**src/rtl/rcrs_queue.sv**
```systemverilog
// Small first-in first-out queue between the front and the back end.
// Depends on nothing; payload width and depth come from the instantiating module.
module rcrs_queue #(
  parameter int W     = 64,
  parameter int DEPTH = 2
) (
  input  logic         clk,
  input  logic         rst_n,
  input  logic         push_valid,
  output logic         push_ready,
  input  logic [W-1:0] push_data,
  output logic         pop_valid,
  input  logic         pop_ready,
  output logic [W-1:0] pop_data
);

  localparam int PTR_W = $clog2(DEPTH);
  localparam int CNT_W = $clog2(DEPTH + 1);

  logic [W-1:0]     mem_r [DEPTH];
  logic [PTR_W-1:0] wr_ptr_r, rd_ptr_r;
  logic [CNT_W-1:0] count_r;
  logic             do_push, do_pop;

  assign push_ready = (count_r != CNT_W'(DEPTH));
  assign pop_valid  = (count_r != '0);
  assign pop_data   = mem_r[rd_ptr_r];
  assign do_push    = push_valid && push_ready;
  assign do_pop     = pop_valid && pop_ready;

  // Pointers and fill count.
  always_ff @(posedge clk) begin
    if (!rst_n) begin
      wr_ptr_r <= '0;
      rd_ptr_r <= '0;
      count_r  <= '0;
    end else begin
      if (do_push) begin
        wr_ptr_r <= (wr_ptr_r == PTR_W'(DEPTH - 1)) ? '0 : wr_ptr_r + PTR_W'(1);
      end
      if (do_pop) begin
        rd_ptr_r <= (rd_ptr_r == PTR_W'(DEPTH - 1)) ? '0 : rd_ptr_r + PTR_W'(1);
      end
      if (do_push && !do_pop) begin
        count_r <= count_r + CNT_W'(1);
      end else if (do_pop && !do_push) begin
        count_r <= count_r - CNT_W'(1);
      end
    end
  end

  // Storage.
  always_ff @(posedge clk) begin
    if (do_push) begin
      mem_r[wr_ptr_r] <= push_data;
    end
  end

endmodule

```
**config.mk**
```make
export PLATFORM = sky130hd
export DESIGN_NAME = rcrs_queue
export DESIGN_NICKNAME = d
export VERILOG_FILES = /design/src/rtl/rcrs_queue.sv
export SDC_FILE = /design/constraint.sdc
export NUM_CORES = 1
export LEC_CHECK = 0
export BUFFER_PORTS_ARGS = -buffer_cell sky130_fd_sc_hd__buf_2
export CELL_PAD_IN_SITES_DETAIL_PLACEMENT = 1
export CELL_PAD_IN_SITES_GLOBAL_PLACEMENT = 1
export CORE_ASPECT_RATIO = 0.75
export CORE_UTILIZATION = 30
export CTS_CLUSTER_DIAMETER = 150
export DETAILED_ROUTE_END_ITERATION = 8
export PLACE_DENSITY_LB_ADDON = 0.12
export SYNTH_ARGS = -nofsm -noshare
export SYNTH_HDL_FRONTEND = slang
export SYNTH_SLANG_ARGS = --single-unit
```
**constraint.sdc**
```tcl
create_clock -name clk -period 3 [get_ports clk]
set_clock_uncertainty 0.2 [all_clocks]
set_input_delay 0.6 -clock clk [delete_from_list [all_inputs] [get_ports clk]]
set_output_delay 0.6 -clock clk [all_outputs]
set_load 0.1 [all_outputs]
```
==> flow_summary.ini <==
[die]
design.core.area_sq_um = 15520
start_util_pct = 31.30
fp.dieW_um = 148.9
io_pins = 134
die_area_sq_um = 16710
num_rows = 39
die_h_um = 112.2

[detailed_routing]
wirelength_um = 9563
drt_pre_antenna_iters = 4
vias = 2565
ant_nets = 0
vias_per_cell = 4.333
drc = 0
wl_per_cell_um = 16.15
first_iter_violations = 86

[clock_network]
cts_buffers = 17
h-tree-depth = 4
clk_latency_ps = 410
cts.sinks = 133
cts.clk_slew.worst_paths_ps = 50
postCtsSetupBuffers = 0
holdBufCountCts = 0
clockBufferDepth = 2
cts_tree = done
cts_resized = 0
clk_root_buffer_cell = clkbuf_16

[sta]
period_minus_slack_ps = 2668
slew_viol_final = 0
slew_headroom_pct = 66.09
finalSetupTns_ps = 0
finalHoldViolations = 0
rsz0062_at_grt = false
worst_pin_slew_ps = 508.7
setup_viol = 0
fin_crit_sh_pct = 88.92
max_freq_mhz = 374.9

[critical_path]
crit_type = flop to output pin
arrival_ps = 1870
endpoint_kind = output pin
crit-reg2reg-launch = count_r[0]$_SDFFE_PN0P_
critPathMaxFanout = 35
crit_required_ps = 2200
worst_setup_path_start_kind = flop

[placed_design]
port_buffers = 133
dp_hpwl_um = 5951
gp_congestion = 0.6624

[yosys]
synth_area_leader_cell = edfxtp_1
yosys.cell_types.count = 20
seq_area_frac_synth_pct = 81.20
synth_top_area_share_pct = 79.13
synth_area_sq_um = 4857
synth_area_leaders = edfxtp_1 79%, mux2_2 15%, dfxtp_1 2.1%, buf_4 0.93%, and2_1 0.52%
synthCells = 223
syn_area_per_cell_sq_um = 21.78
yosysWarnings = 0
synth_seq_cells = 133
synth_nets = 292

[outcome]
status = finished, final reports clean

[layout]
final_cell_mix = 133 x buf_2, 128 x edfxtp_1, 64 x mux2_2
final_nets = 442
area_delta_synth_final_pct = 29.88
nFillCells = 1545
drive_above_1_share_pct = 60.10
final_common_cell = buf_2

[hold_path]
hold_path_class = input pin to flop
min-delay-start = push_data[2]

[run]
maxCapViolCount = 0

[global_route]
grt_usage_pct = 12.50
grt_max_degree = 65
grt_pass1_vias = 2879
grt_pass1_wl_um = 15020
antenna_found_initial = 1
overflow = 0
[metal layers]
layer / global-route usage [%] / part of all wire, % / vias to the layer above
met2: 19.13 / 46 / 97
met3: 6.585 / 9.3 / 14
met5: 0 / 0 / -
met4: 5.102 / 1.3 / 0
li1: - / - / 1192
met1: 14.71 / 44 / 1262
[Yosys cell counts]
| master | number |
|---|---|
| a21bo_2 | 1 |
| a21boi_0 | 1 |
| a21boi_1 | 1 |
| and2_1 | 4 |
| and3_1 | 1 |
| buf_2 | 1 |
| buf_4 | 6 |
| dfxtp_1 | 5 |
| edfxtp_1 | 128 |
| ha_1 | 1 |
| inv_1 | 1 |
| mux2_2 | 64 |
| nand2b_4 | 1 |
| nand3b_1 | 1 |
| o21ai_0 | 1 |
| o21ai_1 | 1 |
| or2_2 | 1 |
| or3_1 | 1 |
| xnor2_1 | 2 |
| xor2_1 | 1 |
[critical path, cell delays in order, from the launching register on]
cell and delay (ps):
dfxtp_2 320, buf_4 420, mux2_2 410, buf_2 300
[state kept, by name, summed over array words and instances (netlist names), named ones only]
register,count
rd_ptr_r,1
count_r,2
mem_r,128
wr_ptr_r,1
[metrics by stage]
step	setup slack, ps	hold slack (ps)	instances	util [%]	cell area, sq um
3_5_place_dp	720.6	377.4	559	37.26	5782
3_3_place_gp	719.6	339.1	559	37.26	5782
6_report	332.3	177.0	592	40.65	6309
2_1_floorplan	12.92	312.4	223	-	4857
5_1_grt	202.1	150.5	591	40.64	6306
4_1_cts	267.9	152.9	591	40.64	6306
[path summary, 6_finish.rpt]
check                                               end  slack [ps]  cells after the start
worst max-delay path                       pop_data[62]         330                      3
worst min-delay path              mem_r[0][2]$_DFFE_PP_         180                      1
worst max register to register  count_r[1]$_SDFFE_PN0P_        1180                      5
worst min register to register                     flop         380                      2
[layout make-up]
cell class	instances	area, sq um	share of cell area [%]
Sequential cell	133	3945	62.53
Clock buffer	19	432.9	6.862
Antenna cell	1	2.502	0.03967
Tap cell	205	256.5	4.066
Multi-Input combinational cell	82	860.8	13.65
Inverter	1	3.754	0.05950
Timing Repair Buffer	138	715.7	11.34
Clock inverter	13	91.34	1.448
[cell families after synthesis]
| logic type | after synthesis | synth area share [%] |
|---|---|---|
| DFF | 133 | 81.20 |
| muxes | 64 | 14.84 |
| and+or+nand+nor | 9 | 1.340 |
| buffers and inverters | 8 | 1.107 |
| AOI/OAI and AO/OA | 5 | 0.7212 |
| xor gates and xnor gates | 3 | 0.5411 |
| adders and majority gates | 1 | 0.2576 |
Power is left out: the tool's default activity adds up to more than one toggle a clock period on the data nets, which glitch-free logic cannot reach.
